$ cat src/design/mpdd_pkg.sv
// Package for the minimum pairwise disc distance block.
// Holds field widths, default sizes and the queue status type.
// Used by every module under design/; depends on nothing else.
package mpdd_pkg;

    // Field and datapath widths
    localparam int COORD_W = 32;                 // signed Q16.16 coordinate
    localparam int DIFF_W  = COORD_W + 1;        // exact signed difference
    localparam int PROD_W  = 2 * COORD_W;        // square of the low magnitude bits
    localparam int SQ_W    = 2 * DIFF_W;         // sum of two squares, unsigned
    localparam int ROOT_W  = DIFF_W;             // unsigned Q17.16 distance

    // Sizes
    localparam int MAX_CENTERS       = 3;
    localparam int DEF_CENTERS       = 3;
    localparam int DEF_QUEUE_DEPTH   = 4;

    // Status of the queue between the front and the back
    typedef struct packed {
        logic empty;
        logic full;
    } q_status_t;

endpackage

$ cat src/design/mpdd_queue.sv
// Short first-in first-out queue of flip-flops between the front and the back.
// Depth must be a power of two of at least two; depends on mpdd_pkg.
module mpdd_queue #(
    parameter int WIDTH = 8,
    parameter int DEPTH = mpdd_pkg::DEF_QUEUE_DEPTH
) (
    input  logic                  clk,
    input  logic                  rst_n,
    input  logic                  push,
    input  logic [WIDTH-1:0]      wr_data,
    input  logic                  pop,
    output logic [WIDTH-1:0]      rd_data,
    output mpdd_pkg::q_status_t   status
);
    import mpdd_pkg::*;

    localparam int PTR_W = $clog2(DEPTH);

    logic [WIDTH-1:0] mem_reg [0:DEPTH-1];
    logic [PTR_W:0]   wr_ptr_reg;
    logic [PTR_W:0]   wr_ptr_next;
    logic [PTR_W:0]   rd_ptr_reg;
    logic [PTR_W:0]   rd_ptr_next;
    logic             do_push;
    logic             do_pop;

    // The extra pointer bit tells a full queue from an empty one.
    always_comb
    begin
        status.empty = (wr_ptr_reg == rd_ptr_reg);
        status.full  = (wr_ptr_reg[PTR_W] != rd_ptr_reg[PTR_W]) &&
                       (wr_ptr_reg[PTR_W-1:0] == rd_ptr_reg[PTR_W-1:0]);
        do_push      = push && !status.full;
        do_pop       = pop && !status.empty;
        wr_ptr_next  = do_push ? wr_ptr_reg + 1'b1 : wr_ptr_reg;
        rd_ptr_next  = do_pop  ? rd_ptr_reg + 1'b1 : rd_ptr_reg;
    end

    assign rd_data = mem_reg[rd_ptr_reg[PTR_W-1:0]];

    always_ff @(posedge clk or negedge rst_n)
    begin
        if (!rst_n)
        begin
            wr_ptr_reg <= '0;
            rd_ptr_reg <= '0;
        end
        else
        begin
            wr_ptr_reg <= wr_ptr_next;
            rd_ptr_reg <= rd_ptr_next;
        end
    end

    always_ff @(posedge clk)
    begin
        if (do_push)
        begin
            mem_reg[wr_ptr_reg[PTR_W-1:0]] <= wr_data;
        end
    end

endmodule

$ cat config.mk
export PLATFORM = sky130hd
export DESIGN_NAME = mpdd_queue
export DESIGN_NICKNAME = d
export VERILOG_FILES = /design/src/design/mpdd_pkg.sv /design/src/design/mpdd_queue.sv
export SDC_FILE = /design/constraint.sdc
export NUM_CORES = 1
export LEC_CHECK = 0
export BUFFER_PORTS_ARGS = -buffer_cell sky130_fd_sc_hd__buf_2
export CAP_MARGIN = 20
export CELL_PAD_IN_SITES_DETAIL_PLACEMENT = 1
export CELL_PAD_IN_SITES_GLOBAL_PLACEMENT = 1
export CORE_UTILIZATION = 48
export DETAILED_ROUTE_END_ITERATION = 6
export HOLD_SLACK_MARGIN = 0.02
export PLACE_DENSITY_LB_ADDON = 0.15
export RECOVER_POWER = 100
export SYNTH_ARGS = -nofsm -noshare
export SYNTH_HDL_FRONTEND = slang
export SYNTH_SLANG_ARGS = --single-unit
$ cat constraint.sdc
create_clock -name clk -period 1.75 [get_ports clk]
set_input_delay 0.175 -clock clk [delete_from_list [all_inputs] [get_ports clk]]
set_output_delay 0.175 -clock clk [all_outputs]
set_load 0.03 [all_outputs]
# Word-level counts from Yosys, hierarchy flattened
# Memory sizes are Yosys's and may differ from the RTL's.
# Cells that the tools add are included.
[totals]
memories = 1
output_inout_bits = 10
inputBits = 12
register_bits = 6
ramBits = 32
[mem_list]
columns = ["name", "words", "width", "rd", "rd_ports_with_merged_regs", "wr", "line", "source"]
rows = [
  ["mem_reg", 4, 8, 1, 0, 1, "mpdd_queue.sv:19", "logic [WIDTH-1:0] mem_reg [0:DEPTH-1];"],
]
[op_classes]
eq_ne = 3
mux = 2
n_addsub = 2
reduce_logical = 5
[ops]
columns = ["operator", "count"]
rows = [
  ["adder 3 x 1 -> 3 bit (second input constant)", 2],
  ["== test 3 bit", 1],
  ["logical AND 1 bit", 3],
  ["== test 2 bit", 1],
  ["logical NOT 1 bit", 2],
  ["2-to-1 mux 1 bit", 2],
  ["inequality test 1 bit", 1],
]

# Depth between registers and ports, before layout
[depth]
word_depth = 6
mapped_depth = 5
mapped_depth_nobuf = 5

# Worst setup path after synthesis
# Ideal clock, no wire load.
[synth_timing]
path_type = "reg-to-reg"
from = "register rd_ptr_reg[0]"
to = "memory mem_reg[2][0] (enable)"
required_time_ns = 1.418
path_buffers = 1
setup_slack_ns = 0.209
synth_period_minus_slack_ns = 1.541
setup_time_ns = 0.332
arrival_ns = 1.209
stages_incl_launch_ff = 5
path_cell_list = "dfrtp_1 buf_6 xnor2_2 a31oi_2 and2_1"
[synth_between]
elab_chain_len = 6
[synth_lines]
columns = ["element", "line", "source"]
rows = [
  ["start, declared", "mpdd_queue.sv:22", "logic [PTR_W:0] rd_ptr_reg;"],
  ["start signal, assigned", "mpdd_queue.sv:51", "rd_ptr_reg <= rd_ptr_next;"],
  ["== test 2 bit", "mpdd_queue.sv:32", "(wr_ptr_reg[PTR_W-1:0] == rd_ptr_reg[PTR_W-1:0]);"],
  ["logical AND 1 bit", "mpdd_queue.sv:31", "status.full = (wr_ptr_reg[PTR_W] != rd_ptr_reg[PTR_W]) &&"],
  ["logical NOT 1 bit", "mpdd_queue.sv:33", "do_push = push && !status.full;"],
  ["logical AND 1 bit", "mpdd_queue.sv:33", ""],
  ["2-to-1 mux 1 bit", "mpdd_queue.sv:57", "if (do_push)"],
  ["2-to-1 mux 1 bit (implied by the code)", "mpdd_queue.sv:59", "mem_reg[wr_ptr_reg[PTR_W-1:0]] <= wr_data;"],
  ["end, declared", "mpdd_queue.sv:19", ""],
]
# Every way passes these cells.

# Final worst setup path
[layout_timing]
from = "register rd_ptr_reg[0]"
to = "output rd_data[6]"
[layout_between]
elab_chain_len = 1
[layout_lines]
columns = ["element", "line", "source"]
rows = [
  ["memory read (4 x 8 bit)", "--", ""],
  ["end, declared", "mpdd_queue.sv:12", "output logic [WIDTH-1:0] rd_data,"],
]
# Every way passes these cells.

==> metrics.md <==
| Metric | Value |
|---|---|
| Post-route cell area | `slightly above 0.002 mm²` |
| Fin crit share | `103%` |
| Vias/cell | `just over 5` |
| Primary FF master, synth | `edfxtp_1` |
| Syn Std Cell Area | `0.00168 mm²` |
| Cell mode on critical path | `buf_6` |
| Ant diodes | `0` |
| Cell family with most CP delay | `multiplexers` |
| Yosys top cell area share | `~57%` |
| Hold Vio Cnt, Final | `0` |
| Max reg flops | `32` |
| Clock sink count | `38` |
| H-tree levels | `2` |
| Hold crit path type | `input pin to flop` |
| Initial antenna violation count | `0` |
| FF-to-FF path depth | `5` |
| Hold path depth | `1` |
| Ranking of synthesized cells by area | `edfxtp_1, mux4_1, dfrtp_1, ha_1, mux4_2` |
| HP Start | `wr_data[5]` |
| Most common library cells after synthesis | `edfxtp_1, dfrtp_1, mux4_1` |
| Total GRT Usage | `between 20% and 30%` |
| Slowest cell on crit path | `mux4_2` |
| Fmax | `roughly 0.55 GHz` |
| Layout Skew | `roughly 3.7 ps` |
| Failing checks | `setup timing` |
| CP startpoint kind | `flop` |
| Power Dens Cells | `1990 mW/mm²` |
| Utilization after layout | `around 62%` |
| Post-Syn Nets | `110` |
| Reg clk slew, reported paths | `roughly 110 ps` |
| Crit-path max cell delay | `~520 ps` |
| Row cnt | `21` |
| Layout cells sized above 1 | `between 30 and 40%` |
| Die span in x | `a little over 60 µm` |
| Max Transition Viols Final | `0` |
| GRT overflow | `0` |
| DRT antenna net count | `0` |
| Post-Route WL | `around 3.4 mm` |
| Most common cell in the netlist | `edfxtp_1` |
| Num CTS Buffers | `5` |
| Die height | `61.2 µm` |
| Seq cells post-synth | `38` |
| Routed length per instance | `between 15 and 20 µm` |
| Root buffer cell | `clkbuf_4` |
| CTS tree | `done` |
| Worst setup margin | `-56.9 ps` |
| Kind of critical path | `flop to output port` |
| Worst Path Max Fanout | `5` |
| Syn_area_per_cell | `roughly 18 µm²` |
| RSZ-0062 raised after global routing | `true` |
| Leakage Power | `0.793 nW` |
| Setup violators final | `8` |
| Initial DRC count | `31` |
| Yosys Warn Count | `0` |
| Non-Filler Instances | `about 180` |
| Ys async rst share | `between 10% and 20%` |
| Rel. slew slack | `between 70% and 80%` |
| Status | `complete, but fails checks` |
| Worst Setup End Kind | `output port` |
| IO Port Bufs | `21` |
| Count of cell types in the netlist | `26` |
| Register area share after synthesis | `around 66%` |
| Area leader, netlist | `edfxtp_1` |
| First-pass GRT wire length | `just over 5 mm` |
| MaxCap Viol Count | `0` |
| Buffers and inverters on the worst path | `2` |
| Vias in the first global route | `a little over 1000` |
| FILL cells | `~340` |
| Area added between synthesis and finish | `23.3%` |
| Routability Congestion | `~0.75` |
| Placed cell area | `0.00189 mm²` |
| Initial Utilization | `50.5%` |
| Reg-to-Reg Start | `rd_ptr_reg[0]` |
| Clock Path Buffers | `2` |
| I/O pin cnt | `22` |
| 1st-pass router iterations | `4` |
| NumNets Final | `between 150 and 200` |
| Post-Place Cells | `166` |
| CP cell instances | `buf_6 -> mux4_2 -> buf_6` |
| Clk_lat worst skew | `~350 ps` |
| WP depth | `3` |
| Vias | `between 900 and 1000` |
| Worst slew pin tran | `439 ps` |
| Die area | `roughly 0.0037 mm²` |
| Mapped Cells | `93` |
| CP Launch Point | `rd_ptr_reg[0]` |
| Core box area | `roughly 0.0033 mm²` |
| Post-route DRC violation count | `0` |
| CP Data Arrival Time | `~1600 ps` |
| Min Clock Period, post-route | `1810 ps` |
| Number of flops mapped to enable cells by yosys | `32` |
| DP HPWL | `about 2.2 mm` |
| CP required | `1570 ps` |
| Largest net degree at the start of global routing | `13` |
| Worst vdd ir | `roughly 0.0011 V` |
worst register-to-register path, cell delays in order, from the launching register on:
cell	delay, ps
dfrtp_2	470
buf_6	150
xnor2_4	120
buf_6	130
buf_4	140
a31oi_4	360
power breakdown:
group | internal (W) | switching, W | leakage [nW]
logic | 0.00117 | 0.00120 | 0.399
registers | 0.00122 | 0.000124 | 0.364
clock network | 0.000151 | 0.000280 | 0.0297
total | 0.00254 | 0.00160 | 0.793
placed cells by master, fill, tap and decap left out, types with 3 or more instances in the layout:
cell	count
a21o_1	3
a31oi_1	3
and2_2	3
buf_4	13
buf_6	13
clkbuf_1	10
clkbuf_4	5
dfrtp_1	5
edfxtp_1	32
ha_1	4
inv_1	5
mux4_2	8
nand3_1	3
repair_timing:
item,in CTS,in global routing
hold buffers,1,0
pin swaps,1,2
buffers inserted,5,1
cloned,1,0
resized for setup,33,5
endpoints found under the setup margin,9,19
hold endpoints to repair,6,0
layout make-up:
class / instances / area [µm²] / area share (%)
inverters: 5 / 18.8 / 0.904
clock buffers: 6 / 41.3 / 1.99
flip-flops and latches: 38 / 1110 / 53.6
well taps: 46 / 57.6 / 2.77
repair buffers: 38 / 298 / 14.3
multi-input cells: 47 / 541 / 26.0
clock inverters: 2 / 8.76 / 0.422
worst paths after layout:
check	to	slack (ps)
setup / recovery	rd_data[6]	-60
hold / removal	mem_reg[3][5]	90
setup reg to reg	mem_reg[3][3]	50
hold reg to reg	wr_ptr_reg[2]	650
max in group asynchronous	rd_ptr_reg[0]	1240
min in group asynchronous	wr_ptr_reg[2]	240
metrics by stage:
stage | hold slack [ps] | setup TNS, ps | setup WS [ps] | total power [W]
after detailed placement | 4.29 | 0 | 121 | 0.00317
final | 93.3 | -295 | -56.9 | 0.00414
after global placement | -0.977 | 0 | 179 | 0.00311
after CTS | 33.4 | -410 | -74.2 | 0.00406
after global routing | 88.1 | -1130 | -109 | 0.00437
after floorplan | -121 | 0 | 209 | 0.00263
routing by layer:
metal	global-route usage (%)	part of all wire [%]	up-vias
li1	-	-	438
met1	24.6	41	475
met2	37.1	54	21
met3	6.30	3.3	7
met4	7.47	1.9	0
met5	0	0	-
kinds of logic after synthesis:
family,synth area share [%]
flops,66.0
simple gates,5.27
compound gates,5.27
buf+inv,2.75
mux,12.0
xor+xnor,4.98
fa+ha+maj,3.71
Note: power is estimated with default switching activity, not from simulation.
