### src/design/mpdd_pkg.sv
// Package for the minimum pairwise disc distance block.
// Holds field widths, default sizes and the queue status type.
// Used by every module under design/; depends on nothing else.
package mpdd_pkg;

    // Field and datapath widths
    localparam int COORD_W = 32;                 // signed Q16.16 coordinate
    localparam int DIFF_W  = COORD_W + 1;        // exact signed difference
    localparam int PROD_W  = 2 * COORD_W;        // square of the low magnitude bits
    localparam int SQ_W    = 2 * DIFF_W;         // sum of two squares, unsigned
    localparam int ROOT_W  = DIFF_W;             // unsigned Q17.16 distance

    // Sizes
    localparam int MAX_CENTERS       = 3;
    localparam int DEF_CENTERS       = 3;
    localparam int DEF_QUEUE_DEPTH   = 4;

    // Status of the queue between the front and the back
    typedef struct packed {
        logic empty;
        logic full;
    } q_status_t;

endpackage

### src/design/mpdd_front.sv
// Front part: takes in one item, holds it and forms every A-to-B difference.
// Hands the packed differences to the queue; depends on mpdd_pkg.
module mpdd_front #(
    parameter int CENTERS = mpdd_pkg::DEF_CENTERS
) (
    input  logic                                       clk,
    input  logic                                       rst_n,
    input  logic                                       in_valid,
    output logic                                       in_ready,
    input  logic signed [mpdd_pkg::COORD_W-1:0]        a_x [0:mpdd_pkg::MAX_CENTERS-1],
    input  logic signed [mpdd_pkg::COORD_W-1:0]        a_y [0:mpdd_pkg::MAX_CENTERS-1],
    input  logic signed [mpdd_pkg::COORD_W-1:0]        b_x [0:mpdd_pkg::MAX_CENTERS-1],
    input  logic signed [mpdd_pkg::COORD_W-1:0]        b_y [0:mpdd_pkg::MAX_CENTERS-1],
    input  mpdd_pkg::q_status_t                        q_status,
    output logic                                       q_push,
    output logic [CENTERS*CENTERS*2*mpdd_pkg::DIFF_W-1:0] q_data
);
    import mpdd_pkg::*;

    logic                      vld_reg;
    logic                      vld_next;
    logic                      take;
    logic signed [COORD_W-1:0] ax_reg [0:CENTERS-1];
    logic signed [COORD_W-1:0] ay_reg [0:CENTERS-1];
    logic signed [COORD_W-1:0] bx_reg [0:CENTERS-1];
    logic signed [COORD_W-1:0] by_reg [0:CENTERS-1];

    // The holding register empties into the queue whenever there is room.
    always_comb
    begin
        q_push   = vld_reg && !q_status.full;
        in_ready = !vld_reg || !q_status.full;
        take     = in_valid && in_ready;
        if (take)
        begin
            vld_next = 1'b1;
        end
        else if (q_push)
        begin
            vld_next = 1'b0;
        end
        else
        begin
            vld_next = vld_reg;
        end
    end

    always_ff @(posedge clk or negedge rst_n)
    begin
        if (!rst_n)
        begin
            vld_reg <= 1'b0;
        end
        else
        begin
            vld_reg <= vld_next;
        end
    end

    for (genvar c = 0; c < CENTERS; c++)
    begin : g_hold
        always_ff @(posedge clk)
        begin
            if (take)
            begin
                ax_reg[c] <= a_x[c];
                ay_reg[c] <= a_y[c];
                bx_reg[c] <= b_x[c];
                by_reg[c] <= b_y[c];
            end
        end
    end

    // Pair i*CENTERS+j holds its x difference in the lower slot, y above it.
    for (genvar i = 0; i < CENTERS; i++)
    begin : g_a
        for (genvar j = 0; j < CENTERS; j++)
        begin : g_b
            localparam int P = i * CENTERS + j;
            assign q_data[(2*P)*DIFF_W +: DIFF_W] =
                {ax_reg[i][COORD_W-1], ax_reg[i]} - {bx_reg[j][COORD_W-1], bx_reg[j]};
            assign q_data[(2*P+1)*DIFF_W +: DIFF_W] =
                {ay_reg[i][COORD_W-1], ay_reg[i]} - {by_reg[j][COORD_W-1], by_reg[j]};
        end
    end

endmodule

### config.mk
export PLATFORM = sky130hd
export DESIGN_NAME = mpdd_front
export DESIGN_NICKNAME = d
export VERILOG_FILES = /design/src/design/mpdd_pkg.sv /design/src/design/mpdd_front.sv
export SDC_FILE = /design/constraint.sdc
export NUM_CORES = 2
export LEC_CHECK = 0
export BUFFER_PORTS_ARGS = -buffer_cell sky130_fd_sc_hd__buf_2
export CAP_MARGIN = 25
export CORE_AREA = 2 2 381 383
export DETAILED_ROUTE_END_ITERATION = 6
export DIE_AREA = 0 0 383 385
export GPL_TIMING_DRIVEN = 0
export PLACE_DENSITY_LB_ADDON = 0.25
export SYNTH_ARGS = -nofsm -noshare
export SYNTH_HDL_FRONTEND = slang
export SYNTH_SLANG_ARGS = --single-unit
export TNS_END_PERCENT = 50
### constraint.sdc
create_clock -name clk -period 12.7 [get_ports clk]
set_input_delay 1.27 -clock clk [delete_from_list [all_inputs] [get_ports clk]]
set_output_delay 1.27 -clock clk [all_outputs]
set_load 0.03 [all_outputs]
## Word-level counts from Yosys, hierarchy flattened

Memories as Yosys holds them, arrays and structs flattened.
Index checks and enable logic that the tools add are counted.

- Register bits: 1
- RAM bits: 384
- Input port bits: 389
- Output and inout port bits: 596
- Logic and storage cells: 33
- Memories kept: 4

- $add $sub $neg: 18
- Multiplexer cells: 4
- Reductions and logical operators: 6

Memory list:

| name | words | bits a word | read ports | clocked after memory_dff | write ports | line | RTL |
|---|---|---|---|---|---|---|---|
| ax_reg | 3 | 32 | 3 | 0 | 3 | mpdd_front.sv:23 | `logic signed [COORD_W-1:0] ax_reg [0:CENTERS-1];` |
| ay_reg | 3 | 32 | 3 | 0 | 3 | mpdd_front.sv:24 | `logic signed [COORD_W-1:0] ay_reg [0:CENTERS-1];` |
| bx_reg | 3 | 32 | 3 | 0 | 3 | mpdd_front.sv:25 | `logic signed [COORD_W-1:0] bx_reg [0:CENTERS-1];` |
| by_reg | 3 | 32 | 3 | 0 | 3 | mpdd_front.sv:26 | `logic signed [COORD_W-1:0] by_reg [0:CENTERS-1];` |

Operator list:

| kind | count |
|---|---|
| 32-bit by 32-bit subtractor with 33-bit output | 18 |
| 1-bit 2-to-1 mux | 4 |
| 1-bit logical AND | 2 |
| 1-bit zero test | 2 |
| 2-bit nonzero test | 1 |
| 1-bit logical OR | 1 |

## Logic depth before layout (Yosys ltp)

- Depth after elaboration: 5
- Mapped depth: 13
- Mapped depth without buffers: 13

## Worst setup path after synthesis

No wires, ideal clock.

- Path kind: input port to flip-flop
- From: in q_status[0] (netlist name)
- To: mem ax_reg[0][0] (enable)
- Library setup time: 0.794 ns
- Arrival time: 10.261 ns
- Data required time: 11.906 ns
- Setup slack: 1.645 ns
- Cell stages on the path: 2
- Path buffers: 0
- Path through: nand2_1 and2_1

RTL lines:

| item | line | RTL |
|---|---|---|
| start, declared | mpdd_front.sv:14 | `input mpdd_pkg::q_status_t q_status,` |
| end, declared | mpdd_front.sv:23 |  |

==> key figures <==
Run status
  – Status: completed

Place
  – Dpl ws: 6690 ps
  – HPWL Detailed: 168000 um
  – Routability cong.: 0.999
  – Inst Count DP: 7419
  – PortBufs: 983

Global routing
  – Largest net degree at the start of global routing: 65
  – GR Overflow Total: 0
  – First-pass GRT wire length: 268000 um
  – All-Layer GR Usage: 25.1%
  – Vias in the first global route: 39600
  – Initial antenna violation count: 36

Detailed routing
  – DRC viols: 0
  – Post-Route WL: 194000 um
  – Drt first pass iters: 5
  – Post-DR wirelength/cell: 25.7 um
  – Vias/cell: 5.28
  – DRT antenna net count: 0
  – Vias: 39800
  – Detailed Route Iter0 Violations: 2428

STA
  – RSZ-0062 raised after global routing: no
  – Final-report max-slew violation count: 0
  – Final setup violation count: 0
  – Fin crit share: 53.2%
  – Worst Skew: 27.2 ps
  – Worst slew pin tran: 1100 ps
  – Max_slew headroom: 25.5%
  – Min Tclk post-route: 6750 ps
  – Final Hold Vio Count: 0
  – Final WS setup: 5950 ps
  – Achievable Freq: 148 MHz

Run
  – Max-cap violations: 0

Die
  – Die Footprint: 0.147 mm^2
  – Die W: 383 um
  – FP Rows: 139
  – Chip height: 385 um
  – IO Pins: 985
  – Core area: 0.143 mm^2
  – Starting Density: 28.1%

Power and ir drop
  – Sequential share of power: 24.3%
  – Power share of the combinational group: 51.3%
  – Sw Ratio: 47.5%
  – Switching power: 3050 uW
  – Int Pwr: 3370 uW
  – Max IR drop VDD: 0.000131 V
  – Proportion of power drawn by the clock network: 24.4%
  – P_leak: 0.0233 uW
  – PD cells: 130 mW/mm^2

Setup path
  – Crit path kind: flop to output pin
  – Critical path cell sequence: inv_1, ha_1, nor2b_1, o21a_1, o21ai_0, a211oi_1, a21oi_1, o311ai_1, a31oi_1, o21bai_1, a211oi_1, xnor2_1, buf_2
  – CP Capture Type: output pin
  – Worst reg2reg path startpoint: vld_reg$_DFFE_PN0P_
  – Crit-path max FO: 5
  – Critical Path Source: bx_reg[0][65]$_DFFE_PP_
  – CP bufs+invs: 2
  – WP data arrival: 5480 ps
  – Crit path top cell by count: a211oi_1
  – Slowest stage delay, CP: 820 ps
  – Delay-heaviest family, CP: compound AO/OA/AOI/OAI gates
  – CP required: 11430 ps
  – Worst setup SP type: flop
  – Critical Path Slowest Stage Cell: o311ai_1

Synthesis
  – Fraction of registers with async set/reset: 0.260%
  – Post-synth EDFFs: 384
  – Mapped Area: 0.0402 mm^2
  – Number of synthesis warnings: 0
  – Sequential-to-total area share from yosys stat: 28.7%
  – Post-synthesis cell count: 4524
  – Yosys cell types: 92
  – Synth area leaders: edfxtp_1 29%, ha_1 18%, xnor2_1 7.1%, a21oi_1 5.4%, a21o_1 5.3%
  – Syn Nets: 5507
  – Post-synth top flop: edfxtp_1
  – Largest area contributor in the netlist: edfxtp_1
  – Number of synthesized register bits: 385
  – Synth top area share: 28.7%
  – Average cell area after synthesis: 8.89 um^2

Final layout
  – Count of non-filler cells in the finished layout: 7531
  – Layout cells sized above 1: 20.1%
  – Nets: 6556
  – Final design utilization: 34.6%
  – Area grow syn2layout: 23.1%

Clocking
  – Clk root buf: clkbuf_16
  – CTS tree: done
  – Hold buffers post-CTS: 0
  – Num CTS Buffers: 54
  – Longest Clk Path Bufs: 3
  – Clk sinks: 385
  – CTS resizes: 0
  – Clk Latency, worst-skew pair: 680 ps
  – H-tree levels: 2
  – Post-CTS Setup Inserts: 0
  – Clock edge transition at the registers on the reported setup and hold paths: 60 ps

Hold path
  – Worst hold path class: primary input to asynchronous set/reset pin
## cell type report
class / count / area, um^2
Inverter: 392 / 1470
Tap cell: 1903 / 2380
Buffer: 52 / 200
Clock inverter: 30 / 262
Fill cell: 15100 / 93600
Sequential cell: 385 / 11600
Timing Repair Buffer: 993 / 5130
Multi-Input combinational cell: 3695 / 27000
Antenna cell: 11 / 27.5
Clock buffer: 70 / 1480
## cell usage after synthesis, types with 15 or more instances
cell      number
and3_1        52
or2_2         17
nand2_1      285
clkbuf_1      50
inv_1        392
or3_1         21
o211ai_1      31
o31ai_1       24
a21oi_1      436
nand2b_1      82
o21ai_0      228
nor2b_1       93
o21a_1        80
o22ai_1       15
xor2_1       153
o21bai_1      54
o21ai_1       31
a21o_1       286
and2_1        22
nor2_1       304
a31oi_1       48
a211oi_1      43
nor3_1        61
a21boi_0      26
nand4_1       50
fa_1          18
ha_1         576
nand3_1      101
edfxtp_1     384
xnor2_1      325
## metrics by stage
stage	hold slack (ps)	TNS [ps]	area [um^2]	total power, uW
floorplan	682	0	40200	3710
global placement	528	-1424570	47500	4890
detailed placement	539	0	47700	4870
CTS	343	0	49500	6460
global route	355	0	49500	6700
finish	383	0	49500	6420
## placed cells by master, fill, tap and decap left out, types with 43 or more instances in the layout
master,synthesis,final
clkbuf_1,50,63
buf_2,0,985
clkbuf_16,0,57
nand4_1,50,50
nand2b_1,82,82
inv_1,392,392
nor2_1,304,304
o21bai_1,54,54
a31oi_1,48,48
a21oi_1,436,436
and3_1,52,52
nand2_1,285,285
o21ai_0,228,228
a211oi_1,43,43
nor2b_1,93,93
xnor2_1,325,325
xor2_1,153,153
nor3_1,61,61
a21o_1,286,286
ha_1,576,576
o21a_1,80,80
edfxtp_1,384,384
nand3_1,101,101
## logic make-up (layout without fill, tap and decap cells)
group	count (synthesis)	in the layout	share of synthesized area, %
adder cells (fa/ha/maj)	594	594	18.8
buffers and inverters	444	1537	4.15
flip-flops	385	385	28.7
other	0	11	0
AO/OA/AOI/OAI	1481	1481	24.1
AND/OR/NAND/NOR	1136	1136	13.7
multiplexers	6	6	0.149
XOR/XNOR	478	478	10.4
## path summary, 6_finish.rpt
kind / endpoint / slack, ps / cells past startpoint
max: q_data[557] / 5950 / 13
min: vld_reg$_DFFE_PN0P_ / 380 / 1
max reg2reg: bx_reg[0][75]$_DFFE_PP_ / 10230 / 6
min reg2reg: vld_reg$_DFFE_PN0P_ / 540 / 2
max in group asynchronous: vld_reg$_DFFE_PN0P_ / 12230 / 1
min in group clk: vld_reg$_DFFE_PN0P_ / 540 / 2
## power by group through the flow
stage               Clock (uW)  Sequential (uW)  Combinational, uW
floorplan                    0             1570               2140
global placement             0             1630               3260
detailed placement           0             1580               3280
CTS                       1610             1560               3300
global route              1640             1560               3500
finish                    1570             1560               3300
## metal layers
| metal | vias to the layer above | track usage, % | part of all wire [%] |
|---|---|---|---|
| met5 | - | 0 | 0.11 |
| met4 | 36 | 10.8 | 4.9 |
| li1 | 18800 | - | - |
| met1 | 19100 | 28.4 | 38 |
| met2 | 1478 | 44.6 | 48 |
| met3 | 338 | 6.14 | 8.3 |
Power figures use the tool's default switching activity.
