<file path="config.mk">
export PLATFORM = sky130hd
export DESIGN_NAME = mpdd_isqrt
export DESIGN_NICKNAME = d
export VERILOG_FILES = /design/src/design/mpdd_pkg.sv /design/src/design/mpdd_isqrt.sv
export SDC_FILE = /design/constraint.sdc
export NUM_CORES = 2
export LEC_CHECK = 0
export ABC_AREA = 0
export BUFFER_PORTS_ARGS = -buffer_cell sky130_fd_sc_hd__buf_2
export CAP_MARGIN = 25
export CORE_MARGIN = 2
export CORE_UTILIZATION = 64
export DETAILED_ROUTE_END_ITERATION = 8
export PLACE_DENSITY = 0.76
export SLEW_MARGIN = 40
export SYNTH_ARGS = -nofsm -noshare
export SYNTH_HDL_FRONTEND = slang
export SYNTH_SLANG_ARGS = --single-unit
</file>
<file path="constraint.sdc">
create_clock -name clk -period 4.3 [get_ports clk]
set_clock_uncertainty 0.05 [all_clocks]
set_input_delay 0.43 -clock clk [delete_from_list [all_inputs] [get_ports clk]]
set_output_delay 0.43 -clock clk [all_outputs]
set_load 0.02 [all_outputs]
</file>
<file path="src/design/mpdd_pkg.sv">
// Package for the minimum pairwise disc distance block.
// Holds field widths, default sizes and the queue status type.
// Used by every module under design/; depends on nothing else.
package mpdd_pkg;

    // Field and datapath widths
    localparam int COORD_W = 32;                 // signed Q16.16 coordinate
    localparam int DIFF_W  = COORD_W + 1;        // exact signed difference
    localparam int PROD_W  = 2 * COORD_W;        // square of the low magnitude bits
    localparam int SQ_W    = 2 * DIFF_W;         // sum of two squares, unsigned
    localparam int ROOT_W  = DIFF_W;             // unsigned Q17.16 distance

    // Sizes
    localparam int MAX_CENTERS       = 3;
    localparam int DEF_CENTERS       = 3;
    localparam int DEF_QUEUE_DEPTH   = 4;

    // Status of the queue between the front and the back
    typedef struct packed {
        logic empty;
        logic full;
    } q_status_t;

endpackage

</file>
<file path="src/design/mpdd_isqrt.sv">
// Pipelined integer square root, one result bit per stage, floor rounding.
// The last stage doubles as the output register; depends on mpdd_pkg.
module mpdd_isqrt (
    input  logic                        clk,
    input  logic                        rst_n,
    input  logic                        advance,
    input  logic                        in_vld,
    input  logic [mpdd_pkg::SQ_W-1:0]   in_sq,
    output logic                        out_vld,
    output logic [mpdd_pkg::ROOT_W-1:0] out_root
);
    import mpdd_pkg::*;

    logic              vld_reg [0:ROOT_W-1];
    logic [ROOT_W-1:0] res_reg [0:ROOT_W-1];
    logic [SQ_W-1:0]   rem_reg [0:ROOT_W-2];

    // Stage k settles bit b = ROOT_W-1-k. The remainder is the value minus the
    // square of the partial root; setting bit b costs (res << (b+1)) + 4^b.
    for (genvar k = 0; k < ROOT_W; k++)
    begin : g_stage
        localparam int B = ROOT_W - 1 - k;
        logic              vld_in;
        logic [SQ_W-1:0]   rem_in;
        logic [ROOT_W-1:0] res_in;
        logic [SQ_W-1:0]   trial;
        logic              fits;
        logic [SQ_W-1:0]   rem_next;
        logic [ROOT_W-1:0] res_next;

        if (k == 0)
        begin : g_first
            assign vld_in = in_vld;
            assign rem_in = in_sq;
            assign res_in = '0;
        end
        else
        begin : g_rest
            assign vld_in = vld_reg[k-1];
            assign rem_in = rem_reg[k-1];
            assign res_in = res_reg[k-1];
        end

        assign trial    = (SQ_W'(res_in) << (B + 1)) | (SQ_W'(1) << (2 * B));
        assign fits     = (trial <= rem_in);
        assign rem_next = fits ? (rem_in - trial) : rem_in;
        assign res_next = fits ? (res_in | (ROOT_W'(1) << B)) : res_in;

        always_ff @(posedge clk or negedge rst_n)
        begin
            if (!rst_n)
            begin
                vld_reg[k] <= 1'b0;
            end
            else if (advance)
            begin
                vld_reg[k] <= vld_in;
            end
        end

        always_ff @(posedge clk)
        begin
            if (advance)
            begin
                res_reg[k] <= res_next;
            end
        end

        if (k < ROOT_W - 1)
        begin : g_rem
            always_ff @(posedge clk)
            begin
                if (advance)
                begin
                    rem_reg[k] <= rem_next;
                end
            end
        end
    end

    assign out_vld  = vld_reg[ROOT_W-1];
    assign out_root = res_reg[ROOT_W-1];

endmodule

</file>
# --- Word-level counts from Yosys, hierarchy flattened ---
# Memory sizes are Yosys's and may differ from the RTL's.
# Index checks and enable logic that the tools add are counted.
classes:
  add_sub_neg: 32
  n_lt_le_gt_ge: 33
  muxes: 67
op_table:
  columns: ["op", "count"]
  rows:
  - ["$mux W66", 32]
  - ["$le A34 B66 Y1", 1]
  - ["$le A35 B66 Y1", 1]
  - ["$le A36 B66 Y1", 1]
  - ["$le A37 B66 Y1", 1]
  - ["$le A38 B66 Y1", 1]
  - ["$le A39 B66 Y1", 1]
  - ["$le A40 B66 Y1", 1]
  - ["$le A41 B66 Y1", 1]
  - ["$le A42 B66 Y1", 1]
  - ["$le A43 B66 Y1", 1]
  - ["$le A44 B66 Y1", 1]
  - ["$le A45 B66 Y1", 1]
  - ["$le A46 B66 Y1", 1]
  - ["$le A47 B66 Y1", 1]
  - ["$le A48 B66 Y1", 1]
  - ["$le A49 B66 Y1", 1]
  - ["$le A50 B66 Y1", 1]
  - ["$le A51 B66 Y1", 1]
  - ["$le A52 B66 Y1", 1]
  - ["$le A53 B66 Y1", 1]
  - ["$le A54 B66 Y1", 1]
  - ["$le A55 B66 Y1", 1]
  - ["$le A56 B66 Y1", 1]
  - ["other kinds (75)", 77]
word_totals:
  reg_bits: 33
  ramBits: 3201
  elab_cells: 167
  out_inout_bits: 34
  n_memories: 2
memory_table:
  columns: ["name", "words", "word_bits", "rd", "rd_clocked_by_memory_dff", "wr", "line", "source"]
  rows:
  - ["rem_reg", 32, 66, 32, 0, 32, "mpdd_isqrt.sv:16", "logic [SQ_W-1:0] rem_reg [0:ROOT_W-2];"]
  - ["res_reg", 33, 33, 33, 0, 33, "mpdd_isqrt.sv:15", "logic [ROOT_W-1:0] res_reg [0:ROOT_W-1];"]

# --- Logic depth before layout (Yosys ltp) ---
# An unclocked memory read counts as a cell.
logic_depth:
  depth_word: 3
  mapped_depth: 16
  ltp_nobuf: 13

# --- Worst setup path before layout ---
# OpenSTA, ideal clock, no wires.
synth_path:
  kind: "reg2reg"
  from: "memory rem_reg[13][31] (netlist bit)"
  to: "memory rem_reg[13][126] (netlist bit), data pin"
  path_slack_ns: 0.596
  arrival_ns: 3.397
  setup_ns: 0.258
  stages_incl_launch_ff: 14
  path_buffers: 2
  cell_sequence: "edfxtp_1 ha_1 clkbuf_1 nand4_1 or3_1 or4_1 a211oi_1 o311ai_0 and2_1 clkbuf_1 a2111oi_4 and2b_1 nand3_1 xnor2_1"
synth_rtl:
  columns: ["element", "line"]
  rows:
  - ["from (decl)", "mpdd_isqrt.sv:16"]

==> results.json <==
{
  "syn_nets": 10900,
  "vias": 85600,
  "drtAntennaViolNets": 0,
  "cts.sinks": 2706,
  "yosysMostFrequentCell": "edfxtp_1",
  "synth_flop_cell": "edfxtp_1",
  "cp_max_fo": 11,
  "synth.top_cell.area_share": 0.621,
  "critPathSlowestCell": "a2111o_1",
  "grt_pass1_vias": 82400,
  "slew_headroom": 0.424,
  "largest_register_ffs": 2112,
  "synth_xor_area_frac": 0.0628,
  "path_cells": "ha_1 > a2111oi_1 > o21ai_0 > o21ai_0 > a211oi_1 > o41ai_2 > buf_4 > a2111oi_1 > a2111o_1 > or4_1 > buf_4 > buf_4 > nor3_1 > xor2_1",
  "synth_cell_type_count": 94,
  "grt_max_degree": 121,
  "worst_skew_pair.late_latency_ns": 0.97,
  "hold_viol": 0,
  "crit_buf_inv": 3,
  "overflow": 0,
  "io_pins": 104,
  "rsz0062_at_grt": "no",
  "hold_slack_ns": 0.0560,
  "routabilityCongestion": 0.977,
  "synthAdderAreaFrac": 0.0571,
  "clk_pin_slew_ns": 0.06,
  "finalSetupViolCount": 0,
  "cp.required_ns": 4.91,
  "routed_wl_mm": 330,
  "synth_top_family_by_area": "simple AND/OR/NAND/NOR gates",
  "cpMostUsedCell": "buf_4",
  "tightest_slew_ns": 0.864,
  "synthSimpleGateAreaFrac": 0.119,
  "hpwl_mm": 243,
  "instances_no_fill": 13600,
  "drc": 0,
  "wire_per_inst_um": 24.2,
  "numPortBuffers": 103,
  "core_sq_um": 201000,
  "synthCells": 10300,
  "design_area_sq_um": 145000,
  "drv_slew": 0,
  "synth-seq-cells": 2706,
  "first_pass_iters": 6,
  "row_count": 165,
  "arrival_ns": 4.77,
  "outcome": "finished clean",
  "min_period_ns": 4.16,
  "synth_edf_count": 2673,
  "netlist_area_sq_um": 129000,
  "min_period_over_period": 0.966,
  "placed_cells": 13000,
  "start_util": 0.642,
  "synth.top_cells.by_count": "edfxtp_1 (2673), inv_1 (757), nor2_1 (674)",
  "async_flop_share": 0.0122,
  "maxCapViolations": 0,
  "htree_levels": 5,
  "crit_path_start_kind": "flip-flop",
  "synth_area_leaders": "edfxtp_1 (62%), ha_1 (5.7%), xnor2_1 (3.4%), xor2_1 (2.9%), a21oi_1 (2.4%)",
  "cts_root_buffer": "clkbuf_16",
  "yosysWarnings": 0,
  "max_freq_mhz": 241,
  "setup-tns-final_ns": 0,
  "viasPerCell": 6.28,
  "critPathKind": "flip-flop to flip-flop",
  "seq_area_frac_synth": 0.627,
  "irDropWorstVdd_uv": 458,
  "drive_above_1_share": 0.0852,
  "grt_usage": 0.316,
  "powerDensity_nw_per_um2": 542,
  "hold_class": "primary input to asynchronous set/reset pin",
  "critPathCaptureType": "flip-flop",
  "synth-compound-area-share": 0.0939,
  "placed_cell_area_sq_um": 134000,
  "rr_worst_depth": 14,
  "die_area_sq_um": 206000,
  "tritoncts": "yes",
  "num-nets-final": 11400,
  "cts_buffers": 296,
  "syn_to_final_growth_pct": 11.9,
  "cp.depth": 14,
  "syn_avg_cell_area_sq_um": 12.6,
  "synth_top_area_cell": "edfxtp_1",
  "die_x_um": 454,
  "drt_iter0_markers": 9658,
  "antenna_found_initial": 15,
  "max_stage_delay_ns": 0.44,
  "p_leak_nw": 55.0,
  "grt_pass1_wl_mm": 495,
  "worst_path_dominant_cell_family": "compound AO/OA/AOI/OAI gates",
  "fp.dieH_um": 454,
  "clock_path_buffers": 4,
  "finalPower_w": 0.0785,
  "muxShareOfSynthArea": 0.0109
}
[where the power goes]
| part | leakage (nW) | switching [W] | internal (W) |
|---|---|---|---|
| Clock | 4.58 | 0.0103 | 0.0149 |
| Combinational | 24.3 | 0.00990 | 0.00693 |
| Sequential | 26.1 | 0.00296 | 0.0335 |
[kinds of logic (layout without fill, tap and decap cells)]
family                   count (synthesis)  in the layout
AO/OA/AOI/OAI                         1947           1947
AND/OR/NAND/NOR                       2999           2999
multiplexers                           126            126
buffers and inverters                  991           1651
flip-flops                            2706           2706
XOR/XNOR                               927            927
other                                    0              5
adder cells (fa/ha/maj)                590            590
[stage by stage]
step / worst slack (ns) / utilization
final: 0.145 / 0.718
after global routing: 0.0114 / 0.718
after global placement: -0.394 / 0.667
after floorplan: 0.596 / -
after CTS: 0.0875 / 0.718
after detailed placement: -0.0949 / 0.667
[cells in the final DEF, fill, tap and decap left out, types with 66 or more instances in the layout]
master | netlist | final
o21ai_0 | 461 | 461
nor3_1 | 274 | 273
o21bai_1 | 66 | 66
or3_1 | 109 | 109
xor2_1 | 426 | 426
nor4_1 | 338 | 332
nand2_1 | 658 | 658
mux2_2 | 114 | 114
buf_4 | 0 | 175
inv_1 | 757 | 757
o21a_1 | 122 | 122
ha_1 | 590 | 589
edfxtp_1 | 2673 | 2673
nand2b_1 | 114 | 113
buf_2 | 14 | 102
nand4_1 | 177 | 177
a21o_1 | 254 | 254
a21oi_1 | 623 | 622
nand3_1 | 172 | 172
dlygate4sd3_1 | 0 | 70
xnor2_1 | 501 | 501
nor2_1 | 674 | 674
clkbuf_16 | 0 | 302
nor2b_1 | 95 | 95
[worst reg2reg max path, cell delays in order, from the launching register on]
cell       delay (ns)
edfxtp_1         0.40
ha_1             0.33
a2111oi_1        0.43
o21ai_0          0.15
o21ai_0          0.17
a211oi_1         0.18
o41ai_2          0.40
buf_4            0.18
a2111oi_1        0.12
a2111o_1         0.44
or4_1            0.42
buf_4            0.19
buf_4            0.15
nor3_1           0.19
xor2_1           0.10
[routing by layer]
| metal | part of all wire | vias to the layer above | routed length (um) | track usage |
|---|---|---|---|---|
| li1 | - | 39300 | - | - |
| met1 | 0.42 | 42200 | 137000 | 0.440 |
| met5 | 0.00014 | - | 47 | 0 |
| met4 | 0.030 | 8 | 9880 | 0.0962 |
| met3 | 0.073 | 587 | 24200 | 0.0466 |
| met2 | 0.48 | 3528 | 159000 | 0.520 |
[what timing repair did]
item | CTS | global route
endpoints found under the setup margin | 10 | 22
pin swaps | 0 | 0
hold buffers | 70 | 0
gates resized for setup | 2 | 9
endpoints found under the hold margin | 143 | 0
buffers inserted | 0 | 0
[layout make-up]
| class | instances | area [sq um] |
|---|---|---|
| Timing Repair Buffer | 382 | 3230 |
| Sequential cell | 2706 | 81100 |
| Antenna cell | 5 | 12.5 |
| Tap cell | 2672 | 3340 |
| Clock buffer | 337 | 7690 |
| Inverter | 761 | 2860 |
| Fill cell | 13600 | 56800 |
| Clock inverter | 171 | 1770 |
| Multi-Input combinational cell | 6589 | 44700 |
[path summary, 6_finish.rpt]
| check | from | end | slack (ns) |
|---|---|---|---|
| max in group asynchronous | rst_n | g_stage[6].vld_in$_DFFE_PN0P_ | 3.70 |
| setup / recovery | rem_reg[14][80]$_DFFE_PP_ | rem_reg[15][51]$_DFFE_PP_ | 0.14 |
| setup reg to reg | rem_reg[14][80]$_DFFE_PP_ | rem_reg[15][51]$_DFFE_PP_ | 0.14 |
| min in group clk | in_sq[55] | rem_reg[0][55]$_DFFE_PP_ | 0.11 |
| hold reg to reg | res_reg[0][896]$_DFFE_PP_ | res_reg[0][929]$_DFFE_PP_ | 0.34 |
| hold / removal | rst_n | g_stage[30].vld_in$_DFFE_PN0P_ | 0.06 |
No activity file was read; power rests on OpenSTA's default activity.
